$ cat src/mfx_pkg.sv
`timescale 1ns / 1ps
`default_nettype none
// ----------------------------------------------------------------------------
// mfx_pkg
// shared types and constants of the midi effect unit
// ----------------------------------------------------------------------------
package mfx_pkg;
    localparam int HeldDepth = 16;
    localparam int MaxBurst  = 16;
    localparam int HIW       = $clog2(HeldDepth);
    localparam int HCW       = $clog2(HeldDepth + 1);
    localparam logic [6:0] PitchMax = 7'd127;

    localparam logic [2:0] MODE_PASS  = 3'd0;
    localparam logic [2:0] MODE_CHORD = 3'd1;
    localparam logic [2:0] MODE_TRANS = 3'd2;
    localparam logic [2:0] MODE_VEL   = 3'd3;
    localparam logic [2:0] MODE_ARP   = 3'd4;

    localparam logic [1:0] PAT_DOWN   = 2'd1;
    localparam logic [1:0] PAT_UPDOWN = 2'd2;

    localparam logic [2:0] REG_MODE  = 3'd0;
    localparam logic [2:0] REG_OFF1  = 3'd1;
    localparam logic [2:0] REG_OFF2  = 3'd2;
    localparam logic [2:0] REG_OFF3  = 3'd3;
    localparam logic [2:0] REG_PAT   = 3'd4;
    localparam logic [2:0] REG_GAIN  = 3'd5;
    localparam logic [2:0] REG_LIMIT = 3'd6;

    typedef struct packed {
        logic [2:0]        fx_mode;
        logic signed [7:0] first_offset;
        logic signed [7:0] second_offset;
        logic signed [7:0] third_offset;
        logic [1:0]        arp_pattern;
        logic [7:0]        velocity_gain;
        logic [4:0]        output_limit;
    } t_cfg;

    typedef struct packed {
        logic        req_type;
        logic [6:0]  note_pitch;
        logic [6:0]  note_velocity;
        logic        note_on;
        logic [31:0] timestamp;
        logic [4:0]  tick_count;
    } t_in;

    typedef struct packed {
        logic [6:0]  out_pitch;
        logic [6:0]  out_velocity;
        logic        out_note_on;
        logic [31:0] out_timestamp;
        logic        last_of_run;
    } t_out;

    typedef enum logic [3:0] {
        S_IDLE, S_DISPATCH, S_SCAN, S_CHORD, S_EMIT, S_SEARCH, S_SHIFT,
        S_TICK, S_MOD, S_TICK_EMIT, S_ADVANCE
    } t_state;
endpackage
`default_nettype wire

$ cat src/mfx_if.sv
`timescale 1ns / 1ps
`default_nettype none
// ----------------------------------------------------------------------------
// mfx_in_if / mfx_out_if / mfx_cfg_if
// valid-ready channels of the effect unit
// ----------------------------------------------------------------------------
interface mfx_in_if import mfx_pkg::*; ();
    logic valid;
    logic ready;
    t_in  data;
    modport source (output valid, output data, input ready);
    modport sink (input valid, input data, output ready);
endinterface

interface mfx_out_if import mfx_pkg::*; ();
    logic valid;
    logic ready;
    t_out data;
    modport source (output valid, output data, input ready);
    modport sink (input valid, input data, output ready);
endinterface

interface mfx_cfg_if ();
    logic       valid;
    logic       ready;
    logic [2:0] index;
    logic [7:0] wdata;
    modport source (output valid, output index, output wdata, input ready);
    modport sink (input valid, input index, input wdata, output ready);
endinterface
`default_nettype wire

$ cat src/mfx_regs.sv
`timescale 1ns / 1ps
`default_nettype none
// ----------------------------------------------------------------------------
// mfx_regs
// configuration register file
// ----------------------------------------------------------------------------
module mfx_regs import mfx_pkg::*; (
    input  wire  i_clk,
    input  wire  i_rst_n,
    mfx_cfg_if.sink cfg,
    output t_cfg o_cfg
);
    t_cfg r_cfg;
    assign cfg.ready = 1'b1;
    assign o_cfg = r_cfg;

    always_ff @(posedge i_clk) begin
        if (!i_rst_n) begin
            r_cfg <= '0;
            r_cfg.output_limit <= 5'd16;
        end else if (cfg.valid) begin
            case (cfg.index)
                REG_MODE:  r_cfg.fx_mode <= cfg.wdata[2:0];
                REG_OFF1:  r_cfg.first_offset <= cfg.wdata;
                REG_OFF2:  r_cfg.second_offset <= cfg.wdata;
                REG_OFF3:  r_cfg.third_offset <= cfg.wdata;
                REG_PAT:   r_cfg.arp_pattern <= cfg.wdata[1:0];
                REG_GAIN:  r_cfg.velocity_gain <= cfg.wdata;
                REG_LIMIT: r_cfg.output_limit <= cfg.wdata[4:0];
                default: ;
            endcase
        end
    end
endmodule
`default_nettype wire

$ cat src/mfx_core.sv
`timescale 1ns / 1ps
`default_nettype none
// ----------------------------------------------------------------------------
// mfx_core
// sequencer with one shared adder/compare unit and the held-note store
// ----------------------------------------------------------------------------
module mfx_core import mfx_pkg::*; (
    input  wire  i_clk,
    input  wire  i_rst_n,
    input  t_cfg i_cfg,
    mfx_in_if.sink  in_ch,
    mfx_out_if.source out_ch
);
    localparam int LimW = $clog2(MaxBurst + 1) > 5 ? $clog2(MaxBurst + 1) : 5;

    t_state r_state, n_state;
    t_in    r_in;
    logic [6:0] r_held [HeldDepth];
    logic [HCW-1:0] r_count;
    logic [HCW-1:0] r_pos;
    logic r_dir;
    logic [6:0] r_lastvel;
    logic [HCW-1:0] r_idx;
    logic [1:0] r_voice;
    logic [3:0] r_vmask;
    logic [4:0] r_ticks;
    logic [LimW-1:0] r_limit;
    logic [LimW-1:0] r_nout;
    t_out r_out;
    logic r_ovalid;
    logic [14:0] r_prod;

    // shared unit: signed 10-bit add of pitch and selected offset
    logic signed [7:0] w_off;
    logic signed [9:0] w_sum;
    logic [LimW-1:0] w_lim_eff;
    logic [HIW-1:0] w_hidx;
    logic w_out_free;
    logic [6:0] w_hnote;
    logic [14:0] w_rvel;
    logic w_voice_ok;
    logic w_chord_send;
    logic w_later;
    logic w_emit;

    always_comb begin
        case (r_voice)
            2'd1:    w_off = i_cfg.second_offset;
            2'd2:    w_off = i_cfg.third_offset;
            default: w_off = i_cfg.first_offset;
        endcase
    end
    assign w_sum = $signed({3'b000, r_in.note_pitch}) + 10'(w_off);
    assign w_lim_eff = (LimW'(i_cfg.output_limit) > LimW'(MaxBurst)) ? LimW'(MaxBurst)
                     : LimW'(i_cfg.output_limit);
    assign w_hidx = r_idx[HIW-1:0];
    assign w_hnote = r_held[w_hidx];
    assign w_out_free = !r_ovalid || out_ch.ready;
    assign w_rvel = (r_prod + 15'd16) >> 5;

    assign w_voice_ok = (w_off != 0) && (w_sum >= 0) && (w_sum <= 10'sd127);
    assign w_chord_send = (r_voice != 2'd3) && (r_nout != r_limit) && r_vmask[r_voice];
    // any usable voice after the current one
    assign w_later = |(r_vmask >> ({1'b0, r_voice} + 3'd1));
    assign w_emit = w_out_free && ((r_state == S_EMIT) || (r_state == S_TICK_EMIT)
                                   || (r_state == S_CHORD && w_chord_send));

    assign in_ch.ready = (r_state == S_IDLE);
    assign out_ch.valid = r_ovalid;
    assign out_ch.data = r_out;

    always_comb begin
        n_state = r_state;
        case (r_state)
            S_IDLE:      if (in_ch.valid) n_state = S_DISPATCH;
            S_DISPATCH: begin
                if (r_in.req_type) begin
                    n_state = (i_cfg.fx_mode == MODE_ARP) ? S_TICK : S_IDLE;
                end else if (i_cfg.fx_mode == MODE_ARP) begin
                    n_state = S_SEARCH;
                end else if (r_limit == '0) begin
                    n_state = S_IDLE;
                end else if (i_cfg.fx_mode == MODE_CHORD) begin
                    n_state = S_SCAN;
                end else begin
                    n_state = S_EMIT;
                end
            end
            S_SCAN:      if (r_voice == 2'd2) n_state = S_EMIT;
            S_EMIT:      if (w_out_free) n_state = (i_cfg.fx_mode == MODE_CHORD) ? S_CHORD
                                                 : S_IDLE;
            S_CHORD:     if (w_out_free) n_state = (r_voice == 2'd3 || r_nout == r_limit)
                                                 ? S_IDLE : S_CHORD;
            S_SEARCH: begin
                if (r_idx == r_count) n_state = S_IDLE;
                else if (w_hnote == r_in.note_pitch)
                    n_state = r_in.note_on ? S_IDLE : S_SHIFT;
            end
            S_SHIFT:     if (r_idx + 1'b1 >= r_count) n_state = S_IDLE;
            S_TICK:      n_state = (r_ticks == '0 || r_nout == r_limit || r_count == '0)
                                   ? S_IDLE : S_MOD;
            S_MOD:       if (r_idx < r_count) n_state = S_TICK_EMIT;
            S_TICK_EMIT: if (w_out_free) n_state = S_ADVANCE;
            S_ADVANCE:   n_state = S_TICK;
            default:     n_state = S_IDLE;
        endcase
    end

    always_ff @(posedge i_clk) begin
        if (!i_rst_n) begin
            r_state <= S_IDLE;
            r_count <= '0;
            r_pos <= '0;
            r_dir <= 1'b1;
            r_lastvel <= '0;
            r_ovalid <= 1'b0;
        end else begin
            r_state <= n_state;
            r_ovalid <= w_emit || (r_ovalid && !out_ch.ready);
            case (r_state)
                S_IDLE: if (in_ch.valid) begin
                    r_in <= in_ch.data;
                    r_voice <= 2'd0;
                    r_vmask <= '0;
                    r_nout <= '0;
                    r_idx <= '0;
                    r_ticks <= in_ch.data.tick_count;
                    r_limit <= w_lim_eff;
                end
                S_DISPATCH: begin
                    r_prod <= r_in.note_velocity * i_cfg.velocity_gain;
                    if (!r_in.req_type && i_cfg.fx_mode == MODE_ARP && r_in.note_on)
                        r_lastvel <= r_in.note_velocity;
                end
                // voices are checked one per cycle through the shared adder
                S_SCAN: begin
                    r_vmask[r_voice] <= w_voice_ok;
                    r_voice <= (r_voice == 2'd2) ? 2'd0 : r_voice + 1'b1;
                end
                S_EMIT: if (w_out_free) begin
                    r_nout <= r_nout + 1'b1;
                    r_out.out_pitch <= (i_cfg.fx_mode != MODE_TRANS) ? r_in.note_pitch
                        : (w_sum < 0) ? 7'd0
                        : (w_sum > 10'sd127) ? PitchMax : w_sum[6:0];
                    r_out.out_velocity <= (i_cfg.fx_mode != MODE_VEL) ? r_in.note_velocity
                        : (w_rvel > 15'd127) ? PitchMax : w_rvel[6:0];
                    r_out.out_note_on <= r_in.note_on;
                    r_out.out_timestamp <= r_in.timestamp;
                    r_out.last_of_run <= (i_cfg.fx_mode != MODE_CHORD)
                                         || (r_limit == LimW'(1)) || (r_vmask == '0);
                end
                S_CHORD: if (w_out_free) begin
                    r_voice <= r_voice + 1'b1;
                    if (w_chord_send) begin
                        r_nout <= r_nout + 1'b1;
                        r_out.out_pitch <= w_sum[6:0];
                        r_out.last_of_run <= !w_later || (r_nout + 1'b1 == r_limit);
                    end
                end
                S_SEARCH: begin
                    if (r_idx == r_count) begin
                        if (r_in.note_on && r_count < HCW'(HeldDepth)) begin
                            r_held[w_hidx] <= r_in.note_pitch;
                            r_count <= r_count + 1'b1;
                        end
                        if (!r_in.note_on && r_count == '0) r_pos <= '0;
                    end else if (w_hnote != r_in.note_pitch) begin
                        r_idx <= r_idx + 1'b1;
                    end
                end
                S_SHIFT: begin
                    if (r_idx + 1'b1 >= r_count) begin
                        r_count <= r_count - 1'b1;
                        if (r_count == HCW'(1)) r_pos <= '0;
                    end else begin
                        r_held[w_hidx] <= r_held[HIW'(r_idx + 1'b1)];
                        r_idx <= r_idx + 1'b1;
                    end
                end
                S_TICK: r_idx <= r_pos;
                // position modulo held count by repeated subtraction
                S_MOD: if (r_idx >= r_count) r_idx <= r_idx - r_count;
                S_TICK_EMIT: if (w_out_free) begin
                    r_nout <= r_nout + 1'b1;
                    r_ticks <= r_ticks - 1'b1;
                    r_out.out_pitch <= w_hnote;
                    r_out.out_velocity <= r_lastvel;
                    r_out.out_note_on <= 1'b1;
                    r_out.out_timestamp <= '0;
                    r_out.last_of_run <= (r_ticks == 5'd1) || (r_nout + 1'b1 == r_limit);
                end
                S_ADVANCE: begin
                    if (i_cfg.arp_pattern == PAT_DOWN) begin
                        r_pos <= (r_pos == '0) ? r_count - 1'b1 : r_pos - 1'b1;
                    end else if (i_cfg.arp_pattern == PAT_UPDOWN) begin
                        if (r_dir) begin
                            if (r_pos + 1'b1 >= r_count) begin
                                r_dir <= 1'b0;
                                r_pos <= (r_count < HCW'(2)) ? '0 : r_count - HCW'(2);
                            end else r_pos <= r_pos + 1'b1;
                        end else begin
                            if (r_pos == '0) begin
                                r_dir <= 1'b1;
                                r_pos <= (r_count > HCW'(1)) ? HCW'(1) : '0;
                            end else r_pos <= r_pos - 1'b1;
                        end
                    end else begin
                        // r_idx holds the position already reduced modulo the count
                        r_pos <= (r_idx + 1'b1 >= r_count) ? '0 : r_idx + 1'b1;
                    end
                end
                default: ;
            endcase
        end
    end
endmodule
`default_nettype wire

$ cat src/midi_fx_arpeggiator_unit.sv
`timescale 1ns / 1ps
`default_nettype none
// ----------------------------------------------------------------------------
// midi_fx_arpeggiator_unit
// midi effect unit: passthrough, chord, transpose, velocity scale, arpeggiator
//
//  channel  dir  payload
//  i_cfg    in   register index, 8-bit data
//  i_in     in   note event or tick batch
//  o_out    out  emitted notes, last_of_run on the final one
//
// a note item is dispatched and emitted; a chord adds three voice checks, then one
// voice per cycle while the output is not stalled; an arpeggiator note event
// searches then shifts; a tick batch passes tick, modulo, emit and advance per note,
// reducing the position modulo the count; not ready until an item is done
// synchronous active-low reset; output stalls hold the sequencer
// ----------------------------------------------------------------------------
module midi_fx_arpeggiator_unit import mfx_pkg::*; (
    input  wire i_clk,
    input  wire i_rst_n,
    mfx_cfg_if.sink i_cfg,
    mfx_in_if.sink  i_in,
    mfx_out_if.source o_out
);
    t_cfg w_cfg;
    mfx_regs u_regs (.i_clk, .i_rst_n, .cfg(i_cfg), .o_cfg(w_cfg));
    mfx_core u_core (.i_clk, .i_rst_n, .i_cfg(w_cfg), .in_ch(i_in), .out_ch(o_out));
endmodule
`default_nettype wire

$ cat src/flat_wrapper.sv
// flat-port wrapper written by rule: the top's interface ports become plain ports
module midi_fx_arpeggiator_unit_flat import mfx_pkg::*;
  (i_clk, i_rst_n, i_cfg_valid, i_cfg_index, i_cfg_wdata, i_cfg_ready, i_in_valid, i_in_data, i_in_ready, o_out_valid, o_out_data, o_out_ready);
  mfx_cfg_if i_cfg_i ();
  mfx_in_if i_in_i ();
  mfx_out_if o_out_i ();
  input  wire i_clk;
  input  wire i_rst_n;
  input wire logic [$bits(i_cfg_i.valid)-1:0] i_cfg_valid;
  input wire logic [$bits(i_cfg_i.index)-1:0] i_cfg_index;
  input wire logic [$bits(i_cfg_i.wdata)-1:0] i_cfg_wdata;
  output wire logic [$bits(i_cfg_i.ready)-1:0] i_cfg_ready;
  input wire logic [$bits(i_in_i.valid)-1:0] i_in_valid;
  input wire logic [$bits(i_in_i.data)-1:0] i_in_data;
  output wire logic [$bits(i_in_i.ready)-1:0] i_in_ready;
  output wire logic [$bits(o_out_i.valid)-1:0] o_out_valid;
  output wire logic [$bits(o_out_i.data)-1:0] o_out_data;
  input wire logic [$bits(o_out_i.ready)-1:0] o_out_ready;
  assign i_cfg_i.valid = i_cfg_valid;
  assign i_cfg_i.index = i_cfg_index;
  assign i_cfg_i.wdata = i_cfg_wdata;
  assign i_cfg_ready = i_cfg_i.ready;
  assign i_in_i.valid = i_in_valid;
  assign i_in_i.data = i_in_data;
  assign i_in_ready = i_in_i.ready;
  assign o_out_valid = o_out_i.valid;
  assign o_out_data = o_out_i.data;
  assign o_out_i.ready = o_out_ready;
  midi_fx_arpeggiator_unit u_core (.i_clk(i_clk), .i_rst_n(i_rst_n), .i_cfg(i_cfg_i), .i_in(i_in_i), .o_out(o_out_i));
endmodule
$ cat config.mk
export PLATFORM = sky130hd
export DESIGN_NAME = midi_fx_arpeggiator_unit_flat
export DESIGN_NICKNAME = d
export VERILOG_FILES = /design/src/mfx_pkg.sv /design/src/mfx_if.sv /design/src/mfx_regs.sv /design/src/mfx_core.sv /design/src/midi_fx_arpeggiator_unit.sv /design/src/flat_wrapper.sv
export SDC_FILE = /design/constraint.sdc
export NUM_CORES = 1
export LEC_CHECK = 0
export BUFFER_PORTS_ARGS = -buffer_cell sky130_fd_sc_hd__buf_2
export CAP_MARGIN = 20
export CORE_ASPECT_RATIO = 1.25
export CORE_MARGIN = 2
export CORE_UTILIZATION = 53
export CTS_BUF_LIST = sky130_fd_sc_hd__clkbuf_16
export DETAILED_ROUTE_END_ITERATION = 7
export HOLD_SLACK_MARGIN = 0.06
export PLACE_DENSITY = 0.74
export SETUP_SLACK_MARGIN = 0.4
export SLEW_MARGIN = 20
export SYNTH_ARGS = -nofsm -noshare
export SYNTH_HDL_FRONTEND = slang
export SYNTH_SLANG_ARGS = --single-unit
$ cat constraint.sdc
create_clock -name i_clk -period 5.75 [get_ports i_clk]
set_clock_uncertainty 0.1 [all_clocks]
set_input_delay 1.15 -clock i_clk [delete_from_list [all_inputs] [get_ports i_clk]]
set_output_delay 1.15 -clock i_clk [all_outputs]
set_load 0.005 [all_outputs]
### Yosys cells after proc, flatten, opt, wreduce, memory -nomap -nowiden

Memory sizes are Yosys's and may differ from the RTL's. A register that Yosys moved wholly into a read port is not among the register bits.
Index checks and enable logic that the tools add are counted.

* memory bits (writable): 112
* memory bits (read-only): 0
* input bits: 69
* logic and storage cells: 275
* memories kept: 1
* bits in registers: 202
* output and inout port bits: 51
* latch bits: 0

* div/mod/pow operators: 0
* order comparisons: 15
* shifts and indexed selects: 1
* bitwise gates (word level): 2
* equality and inequality tests: 54
* multipliers: 1
* muxes and demuxes: 90
* add/sub/neg operators: 13
* reductions and logical operators: 68

Memories
* u_core.u_core.r_held: words 16, bits a word 7, read ports 2, clocked after memory_dff 1, wr ports 1, RTL line mfx_core.sv:18 `logic [6:0] r_held [HeldDepth];`

Operator list (number)
* $mux W5: 25
* $mux W48: 2
* $pmux W40 S2: 1
* $mux W7: 8
* $mux W4: 12
* $pmux W4 S11: 1
* $ne A2 B2 Y1 const B: 17
* $reduce_bool A32 Y1: 1
* $pmux W5 S3: 2
* $pmux W5 S5: 1
* $pmux W7 S3: 1
* $add A5 B1 Y5 const B: 4
* $logic_not A5 Y1: 4
* $pmux W5 S2: 2
* $mux W3: 6
* $reduce_and A2 Y1: 9
* $mux W1: 17
* $eq A4 B3 Y1 const B: 4
* $pmux W8 S2: 1
* $reduce_and A4 Y1: 4
* $add A15 B5 Y15 const B: 1
* $eq A5 B1 Y1 const B: 3
* $eq A5 B5 Y1: 3
* $ge A5 B5 Y1: 3
* other kinds (59): 112

### Logic depth before layout (Yosys ltp)

* word-level depth: 9
* depth in mapped cells: 19
* mapped depth without buffers: 18

### By module

From an unflattened synthesis, not the netlist that was laid out.

* cell total of the unflattened synthesis: 1358
* area, all modules: 17018.8 um^2

Modules (own cells, without submodules)
* mfx_core: sequential area each 7897.6 um^2, area each 15388.5 um^2, cells an instance 1204, times used 1
* mfx_regs: sequential area each 840.8 um^2, area each 1630.3 um^2, cells an instance 154, times used 1

### Worst setup path before layout

OpenSTA, ideal clock, no wires.

* kind: input to register
* start point: input port i_rst_n
* end point: register u_core.u_core.r_out, in the netlist u_core.u_core.out_ch.data[10], enable pin
* library setup time: 0.487 ns
* arrival time: 4.224 ns
* required time: 5.163 ns
* stages on the path: 3
* slack: 0.939 ns
* cells stage by stage: clkbuf_1 -> nand2_1 -> nor3_1

* word-level cells in the longest chain between the ends: 1

RTL lines
* start, declared: RTL line flat_wrapper.sv:8 `input wire i_rst_n;`
* $reduce_and A4 Y1 (no source line)
* end, declared: RTL line mfx_core.sv:29 `t_out r_out;`

No other way between the ends.
A chain may end at the register's enable or synchronous reset.

### Worst setup path after layout

* start point: register u_core.u_core.r_in[41] in the netlist's numbering
* end point: register u_core.u_core.r_prod[14], data pin

* word-level cells in the longest chain between the ends: 1

RTL lines
* start, declared: RTL line mfx_core.sv:17 `t_in r_in;`
* start signal, assigned: RTL line mfx_core.sv:122 `r_in <= in_ch.data;`
* $mul A7 B8 Y15: RTL line mfx_core.sv:131 `r_prod <= r_in.note_velocity * i_cfg.velocity_gain;`
* end signal, assigned: RTL line mfx_core.sv:131
* end, declared: RTL line mfx_core.sv:31 `logic [14:0] r_prod;`

No other way between the ends.

==> impl_metrics.env <==
export IMPL_num_nets_final=1784
export IMPL_synth_top_cell_area_share_pct=42.6
export IMPL_placementRows=73
export IMPL_cts_tree="yes"
export IMPL_syn_instance_count=1501
export IMPL_layout_overhead_on_the_synthesized_area_pct=11.8
export IMPL_rsz0062_at_grt="no"
export IMPL_ys_seq_area_share_pct=50.6
export IMPL_wire_per_inst_microns=20.0
export IMPL_synth_warnings=0
export IMPL_pwr_density_cell_nw_per_um2=321
export IMPL_grt_pass1_vias=12100
export IMPL_post_synth_cell_area_avg_sq_um=11.5
export IMPL_finalSetupViolations=0
export IMPL_yosys_register_bits=314
export IMPL_worstMarginPinSlew_ns=1.04
export IMPL_first_iter_violations=1286
export IMPL_m1WireLength_microns=16000
export IMPL_cts_root_buf="sky130_fd_sc_hd__clkbuf_16"
export IMPL_crit_fanout=10
export IMPL_timing_final_crit_share_pct=87.5
export IMPL_post_dp_hpwl_microns=29900
export IMPL_compound_gate_fraction_of_synth_area_pct=9.31
export IMPL_route_detailed_drc=0
export IMPL_initial_util_pct=54.0
export IMPL_yosys_most_used_dff="sky130_fd_sc_hd__edfxtp_1"
export IMPL_numCtsBuffers=31
export IMPL_synth_top_cells_by_area="sky130_fd_sc_hd__edfxtp_1 (43%), sky130_fd_sc_hd__dfxtp_1 (8.0%), sky130_fd_sc_hd__mux4_2 (5.3%)"
export IMPL_route_top_layer_used="met4"
export IMPL_place_worst_setup_slack_ns=0.705
export IMPL_synth_edf_count=245
export IMPL_cts_setup_buffers=0
export IMPL_synth_area_leader_cell="sky130_fd_sc_hd__edfxtp_1"
export IMPL_max_vdd_ir_drop_uv=237
export IMPL_synth_area_sq_um=17300
export IMPL_layout_setup_ws_ns=0.718
export IMPL_clock_fmax_ghz=0.199
export IMPL_synth_async_sr_flop_share_pct=0
export IMPL_cts_repair_resized=0
export IMPL_avgViaCountPerCell=5.97
export IMPL_routed_via_count=12200
export IMPL_synthesis_nets=1673
export IMPL_yosys_cell_count_top_type="sky130_fd_sc_hd__edfxtp_1"
export IMPL_fin_tns_setup_ns=0
export IMPL_post_place_cells=1990
export IMPL_postPlaceCellArea_sq_um=18300
export IMPL_synth_xor_xnor_area_share_pct=2.84
export IMPL_drtAntennaViolNets=0
export IMPL_post_synth_fa_ha_maj_area_fraction_pct=8.82
export IMPL_die_area_sq_um=34100
export IMPL_htree_num_levels=1
export IMPL_outcome="complete, no violations"
export IMPL_clk_latency_ns=0.59
export IMPL_port_buffers=118
export IMPL_globalRouteTotalUtil_pct=24.2
export IMPL_tritoncts_num_sinks=314
export IMPL_core_region_area_sq_um=32000
export IMPL_die_width_microns=165
export IMPL_final_max_slew_violation_count=0
export IMPL_p_total_w=0.00621
export IMPL_end_kind="flop"
export IMPL_gr_overflow_total=0
export IMPL_route_met3_wl_microns=2370
export IMPL_synth_distinct_cells=75
export IMPL_grt_pass1_wl_microns=64500
export IMPL_clk_transition_reported_paths_ns=0.07
export IMPL_cellLeakagePower_nw=7.38
export IMPL_max_cap_violations=0
export IMPL_floorplan_io_pins=120
export IMPL_fin_crit_ns=5.03
export IMPL_synth_mux_area_fraction_pct=10.3
export IMPL_detail_route_first_pass_iterations=7
export IMPL_grt_antenna_before_repair=0
export IMPL_final_hold_viol_count=0
export IMPL_fillerInstances=2522
export IMPL_gp_congestion=0.941
export IMPL_multi_input_area_sq_um=7950
export IMPL_synth_top_cells_by_count="sky130_fd_sc_hd__edfxtp_1 (245), sky130_fd_sc_hd__nand2_1 (205), sky130_fd_sc_hd__nor2_1 (100)"
export IMPL_postCtsHoldBufs=0
export IMPL_crit_arrival_ns=5.25
export IMPL_drive_gt1_share_pct=15.8
export IMPL_post_synth_and_or_nand_nor_area_fraction_pct=14.6
export IMPL_hold_class="flop to flop"
export IMPL_routed_wirelength_microns=40900
export IMPL_grt_start_max_net_pins=62
export IMPL_met2RoutedLength_microns=20900
export IMPL_final_cells=2048
export IMPL_seqCellArea_sq_um=8740
export IMPL_max_slew_headroom_pct=30.5
export IMPL_layout_cell_area_excl_fill_sq_um=19300
export IMPL_dominant_combinational_cell_family_by_area_after_synthesis="simple AND/OR/NAND/NOR gates"
export IMPL_ctsLongestPathBuffers=3
export IMPL_timing_critical_path_required_ns=5.97
export IMPL_chipHeight_microns=206
export IMPL_start_kind="flop"
export IMPL_crit_type="flop to flop"
==> registers in the layout, summed over array words and instances (netlist names), named ones only <==
signal and flops:
u_core.u_core.out_ch.data 48, u_core.u_core.out_ch.valid 1, u_core.u_core.r_count 5, u_core.u_core.r_dir 1, u_core.u_core.r_held 112, u_core.u_core.r_idx 5
u_core.u_core.r_in 48, u_core.u_core.r_lastvel 7, u_core.u_core.r_limit 5, u_core.u_core.r_nout 5, u_core.u_core.r_pos 5, u_core.u_core.r_prod 11
u_core.u_core.r_state 4, u_core.u_core.r_ticks 5, u_core.u_core.r_vmask 4, u_core.u_core.r_voice 2, u_core.u_regs.o_cfg 42
==> layer usage <==
layer | track usage, % | up-vias
met3 | 2.99 | 104
li1 | - | 5702
met1 | 29.6 | 5977
met4 | 9.88 | 0
met2 | 43.2 | 435
met5 | 0 | -
==> worst max-delay path, cell delays in order, from the launching register on <==
cell and delay [ns]:
sky130_fd_sc_hd__edfxtp_1 0.53, sky130_fd_sc_hd__and2_1 0.22, sky130_fd_sc_hd__fa_1 0.47, sky130_fd_sc_hd__ha_1 0.29, sky130_fd_sc_hd__inv_1 0.05, sky130_fd_sc_hd__fa_1 0.50, sky130_fd_sc_hd__fa_1 0.54, sky130_fd_sc_hd__inv_1 0.04
sky130_fd_sc_hd__ha_1 0.32, sky130_fd_sc_hd__and4_1 0.21, sky130_fd_sc_hd__a221o_1 0.40, sky130_fd_sc_hd__o211ai_1 0.29, sky130_fd_sc_hd__a41oi_1 0.21, sky130_fd_sc_hd__o21a_1 0.24, sky130_fd_sc_hd__o21a_1 0.19, sky130_fd_sc_hd__nor2_1 0.11
sky130_fd_sc_hd__xnor2_1 0.07
==> through the flow <==
stage / utilization [%] / hold WS, ns
floorplan: - / 0.333
global placement: 57.1 / 0.342
detailed placement: 57.1 / 0.347
CTS: 60.4 / 0.356
global route: 60.4 / 0.374
finish: 60.4 / 0.357
==> area by class of cell <==
class                           count  area share (%)
Sequential cell                   314            45.2
Inverter                           74            1.44
Clock inverter                     24            1.17
Clock buffer                       32            4.15
Timing Repair Buffer              146            4.21
Multi-Input combinational cell   1045            41.1
Antenna cell                        1          0.0130
Tap cell                          412            2.67
==> kinds of logic (layout without fill, tap and decap cells) <==
group           Yosys count  after routing
simple gates            532            532
flops                   314            314
compound gates          244            244
buf+inv                 142            276
mux                     108            108
fa+ha+maj               104            104
xor+xnor                 56             56
other cells               1              2
==> cell usage in the layout, fill, tap and decap left out, drive strengths merged, types with 8 or more instances in the layout <==
master / n
nand3: 41
mux2: 8
o21ai: 54
and2: 70
edfxtp: 245
nand2: 205
o211ai: 11
nor3: 32
mux2i: 49
a22oi: 10
a21o: 10
nand2b: 14
a21oi: 68
mux4: 51
nor4: 8
inv: 84
xnor2: 38
nor2: 100
and3: 9
fa: 30
xor2: 18
nor2b: 22
o21a: 13
ha: 73
clkbuf: 32
clkinv: 10
buf: 146
dfxtp: 69
a31oi: 8
==> worst paths after layout <==
kind	slack (ns)	depth (start not counted)	startpoint	end
setup / recovery	0.72	16	u_core.u_core.r_in[41]	u_core.u_core.r_prod[14]
hold / removal	0.36	2	u_core.u_regs.o_cfg[34]	u_core.u_regs.o_cfg[34]
setup reg to reg	0.72	16	u_core.u_core.r_in[41]	u_core.u_core.r_prod[14]
hold reg to reg	0.36	2	u_core.u_regs.o_cfg[34]	u_core.u_regs.o_cfg[34]
==> power breakdown <==
group          internal, W  switching (W)  leakage, nW
sequential         0.00264       0.000169         2.79
combinational     0.000581       0.000772         4.06
clock              0.00116       0.000892        0.527
Note: power is estimated with default switching activity, not from simulation.
